<file path="config.mk">
export PLATFORM = sky130hd
export DESIGN_NAME = itl_probe
export DESIGN_NICKNAME = d
export VERILOG_FILES = /design/src/rtl/itl_pkg.sv /design/src/rtl/itl_probe.sv
export SDC_FILE = /design/constraint.sdc
export NUM_CORES = 1
export LEC_CHECK = 0
export BUFFER_PORTS_ARGS = -buffer_cell sky130_fd_sc_hd__buf_2
export CAP_MARGIN = 20
export CORE_MARGIN = 8
export CORE_UTILIZATION = 61
export DETAILED_ROUTE_END_ITERATION = 12
export PLACE_DENSITY = 0.94
export SETUP_SLACK_MARGIN = 0.4
export SLEW_MARGIN = 30
export SYNTH_ARGS = -nofsm -noshare
export SYNTH_HDL_FRONTEND = slang
export SYNTH_SLANG_ARGS = --single-unit
</file>
<file path="constraint.sdc">
create_clock -name vclk -period 6.9
set_input_delay 0.69 -clock vclk [all_inputs]
set_output_delay 0.69 -clock vclk [all_outputs]
set_load 0.03 [all_outputs]
</file>
<file path="src/rtl/itl_pkg.sv">
// Shared types and constants of the interval table lookup.
package itl_pkg;

	localparam int TABLE_DEPTH   = 256;
	localparam int IDX_W         = $clog2(TABLE_DEPTH);
	localparam int CNT_W         = $clog2(TABLE_DEPTH + 1);
	localparam int ENTRY_INDEX_W = 8;

	localparam logic [1:0] OP_CLEAR  = 2'd0;
	localparam logic [1:0] OP_APPEND = 2'd1;
	localparam logic [1:0] OP_LOOKUP = 2'd2;

	typedef struct packed {
		logic [31:0] base;
		logic [31:0] local_first;
		logic [31:0] local_last;
	} entry_t;

	typedef struct packed {
		logic        hit;
		logic        below;
		logic [31:0] span_start;
		logic [32:0] span_size;
	} probe_t;

endpackage

</file>
<file path="src/rtl/itl_probe.sv">
// Compares a query position against the span of one table entry.
module itl_probe
	import itl_pkg::*;
(
	input  entry_t      entry,
	input  logic [31:0] query,
	output probe_t      res
);

	logic [31:0] span_lo;
	logic [31:0] span_hi;

	// both sums wrap; a wrapped entry with lo > hi never hits
	assign span_lo = entry.base + entry.local_first;
	assign span_hi = entry.base + entry.local_last;

	always_comb begin
		res.hit        = (query >= span_lo) && (query <= span_hi);
		res.below      = query < span_lo;
		res.span_start = span_lo;
		res.span_size  = {1'b0, entry.local_last - entry.local_first} + 33'd1;
	end

endmodule

</file>
# [Word level (Yosys, flattened, before mapping)]
# Index checks and enable logic that the tools add are counted.
[word_totals] n_memories=0 mem_bits_ro=0 ramBits=0 ff_bits=0 in_bits=128 elab_cells=8 out_inout_bits=67 latch_bits=0
[op_classes] n_lt_le_gt_ge=3 n_bitwise=0 n_addsub=4 n_shift=0 muxes=0 div=0 n_eq_ne=0 reduce_logical=1 multipliers=0
[ops] op="adder 32 bit" count=2
[ops] op="adder 32 x 1 -> 33 bit, second input constant" count=1
[ops] op="greater-or-equal comparator 32 bit" count=1
[ops] op="less-or-equal comparator 32 bit" count=1
[ops] op="less-than comparator 32 bit" count=1
[ops] op="subtractor 32 bit" count=1
[ops] op="logical AND 1 bit" count=1

# [Logic depth before layout (Yosys ltp)]
[logic_depth] ltp_word=3 mapped_depth=24 depth_no_buf=24

# [Least setup slack after synthesis]
# Ideal clock, no wire load.
[synth_path] kind="in2out" from="in entry[33] in the netlist's numbering" to="out res[66] in the netlist's numbering" required_ns=6.210 cell_stages=22 arrival_time_ns=6.401 n_path_buf=0 path_slack_ns=-0.191 cell_sequence="ha_1 > a211oi_1 > o21ai_0 > a31oi_1 > o21ai_0 > a211oi_2 > o21ai_1 > nand2_1 > nand2_1 > xor2_1 > inv_1 > ha_1 > a21oi_1 > nor2b_1 > o21ai_0 > nand2b_1 > a21oi_1 > nor2b_1 > o21ai_0 > nand2b_1 > a2111oi_0 > a22oi_1"
[synth_rtl] element="from (decl)" line_no="itl_probe.sv:5" rtl="input entry_t entry,"
[synth_rtl] element="to (decl)" line_no="itl_probe.sv:7" rtl="output probe_t res"

==> impl_metrics.json <==
{
  "outcome": "completed",
  "cellLeakagePower_uw": 0.00444,
  "timing.max_slew.rel_slack": 0.613,
  "die-height_um": 125,
  "critPathMaxFanout": 4,
  "vdd_drop_max_mv": 0.0990,
  "postSynthCellCount": 987,
  "area_inside_the_core_boundary_um2": 11800,
  "drtAntennaViolNets": 0,
  "aggregate_global_routing_overflow": 0,
  "syn_area_per_cell_um2": 7.37,
  "finalSetupViolCount": 0,
  "synth-warning-count": 0,
  "muxShareOfSynthArea": 0.00138,
  "totalNegativeSetupSlack_ns": 0,
  "total_of_max_cap_violations": 0,
  "timing.critical_path.required_ns": 6.21,
  "yosys.area_share.simple": 0.222,
  "final_hold_viol_count": 0,
  "drt_first_pass_iters": 8,
  "fin_crit_sh": 0.895,
  "final_common_cell": "buf_2",
  "wirelength_mm": 22.9,
  "drt_drc_violations_left": 0,
  "fmax_mhz": 162,
  "synth_fa_ha_area_frac": 0.280,
  "worstPathArrival_ns": 5.49,
  "hold_slack_ns": 1.83,
  "rsz0062_at_grt": "no",
  "critical_path.endpoint_type": "primary output",
  "vias": 8080,
  "initial_utilization": 0.616,
  "routedWlPerCell_um": 17.4,
  "ios": 195,
  "seq_area_um2": 0,
  "port_buffers": 195,
  "holdBufCountCts": 0,
  "wire_length_of_the_first_global_routing_pass_mm": 36.8,
  "slew_worst_pin_ns": 0.576,
  "share_of_post_route_cells_with_drive_strength_above_1": 0.199,
  "grt_pass1_vias": 7659,
  "postSynthNetCount": 1276,
  "share_of_synthesized_area_occupied_by_flip_flops_and_latches": 0,
  "fin_crit_period_ns": 6.18,
  "critical_path_startpoint_category": "input port",
  "synth_top_family_by_area": "compound AO/OA/AOI/OAI gates",
  "seq_cells": 0,
  "multi_input_comb_area_um2": 6920,
  "antenna_violations_before_repair": 6,
  "layout.cells.most_common_list": "buf_2, ha_1, a21oi_1",
  "grtUsageTotal": 0.273,
  "dp.cells": 1315,
  "netlist_area_um2": 7280,
  "drt_iter0_drc": 826,
  "grt_max_degree": 16,
  "design.die.area_um2": 15700,
  "post_synth_num_cell_types": 85,
  "cellPowerDensity_nw_per_um2": 140,
  "post_synth_xor_area_fraction": 0.134,
  "placed_area_um2": 8390,
  "final.clkbuf_count": 0,
  "layout-area-overhead-vs-synth_pct": 15.5,
  "synth_compound_area_frac": 0.313,
  "nFillCells": 1023,
  "finalNonFillerCells": 1319,
  "number_of_cell_rows": 40,
  "vias_per_cell": 6.13,
  "final_net_count": 1459,
  "die_width_um": 125,
  "min_delay_worst_type": "input port to primary output",
  "place_congestion": 0.989,
  "final_max_slew_viol_count": 0,
  "worstSetupPathType": "input port to primary output",
  "final_design_area_no_fill_um2": 8400,
  "dp_hpwl_mm": 20.3
}
[path summary, 6_finish.rpt]
check / from / to / slack [ns] / depth (start not counted)
worst max-delay path: entry[33] / res[66] / 0.72 / 19
worst min-delay path: entry[64] / res[33] / 1.83 / 3
[per-layer routing]
| metal | GRT usage | up-vias | wire length, um |
|---|---|---|---|
| met5 | 0 | - | 23 |
| met4 | 0.0566 | 4 | 543 |
| met3 | 0.0353 | 43 | 1590 |
| met2 | 0.459 | 311 | 10300 |
| met1 | 0.363 | 3694 | 10400 |
| li1 | - | 4028 | - |
[kinds of logic after synthesis]
kind of cell,count (synthesis)
mux,1
buf+inv,97
simple gates,295
xor+xnor,111
fa+ha+maj,161
compound gates,322
[critical path, cell delays in order]
cell and delay (ns):
buf_2 0.11, ha_1 0.31, a211oi_1 0.26, o21ai_0 0.17, a31oi_1 0.34, o21ai_1 0.20
a211oi_2 0.36, o21ai_1 0.20, a2111o_1 0.43, a21o_1 0.17, a21o_1 0.20, xnor2_1 0.14
ha_1 0.32, nand4_1 0.12, nor4_1 0.39, inv_1 0.10, or4_1 0.54, a22oi_1 0.19
buf_2 0.23
[what timing repair did]
action	in CTS	in global routing
endpoints found under the setup margin	0	1
gates resized for setup	0	2
buffers inserted	0	0
hold endpoints to repair	0	0
[report_power, final]
part	total, uW	leakage (uW)	internal, uW	switching, uW
Clock	0.0000775	0.0000000254	0.0000775	0
Combinational	1180	0.00444	448	732
Sequential	0	0	0	0
Total	1180	0.00444	448	732
[area by class of cell]
class                      instances  area share
antenna                            4     0.00119
tap                              147      0.0219
multi-input combinational        890       0.824
inverter                          83      0.0371
timing repair buffer             195       0.116
[cells in the mapped netlist, types with 4 or more instances]
| master | instances | area [um^2] |
|---|---|---|
| a31oi_1 | 7 | 43.8 |
| o21bai_1 | 7 | 52.6 |
| a211oi_1 | 9 | 67.6 |
| a21oi_1 | 89 | 445 |
| clkbuf_1 | 11 | 41.3 |
| o211ai_1 | 6 | 45.0 |
| nand4_1 | 23 | 144 |
| o2111ai_1 | 4 | 35.0 |
| nor3_1 | 19 | 95.1 |
| xor2_1 | 49 | 429 |
| o21ai_1 | 6 | 30.0 |
| or3_1 | 4 | 25.0 |
| a21o_1 | 69 | 518 |
| xnor2_1 | 62 | 543 |
| nand3_1 | 27 | 135 |
| and2_1 | 10 | 62.6 |
| or2_2 | 5 | 31.3 |
| o21ai_0 | 43 | 215 |
| nand2_1 | 57 | 214 |
| and3_1 | 18 | 113 |
| ha_1 | 158 | 1980 |
| inv_1 | 83 | 312 |
| nor4_1 | 5 | 31.3 |
| nand3b_1 | 6 | 45.0 |
| o21a_1 | 19 | 143 |
| a211o_1 | 9 | 78.8 |
| a211oi_2 | 4 | 50.1 |
| nand2b_1 | 20 | 125 |
| nor2b_1 | 23 | 144 |
| a21boi_0 | 6 | 45.0 |
| nor2_1 | 53 | 199 |
[through the flow]
stage | worst slack [ns] | power, uW | utilization
2_1_floorplan | 0.878 | 853 | -
3_3_place_gp | 0.853 | 1130 | 0.710
3_5_place_dp | 0.736 | 1150 | 0.710
4_1_cts | 0.702 | 1160 | 0.710
5_1_grt | 0.411 | 1280 | 0.711
6_report | 0.723 | 1180 | 0.711
Power figures use the tool's default switching activity.
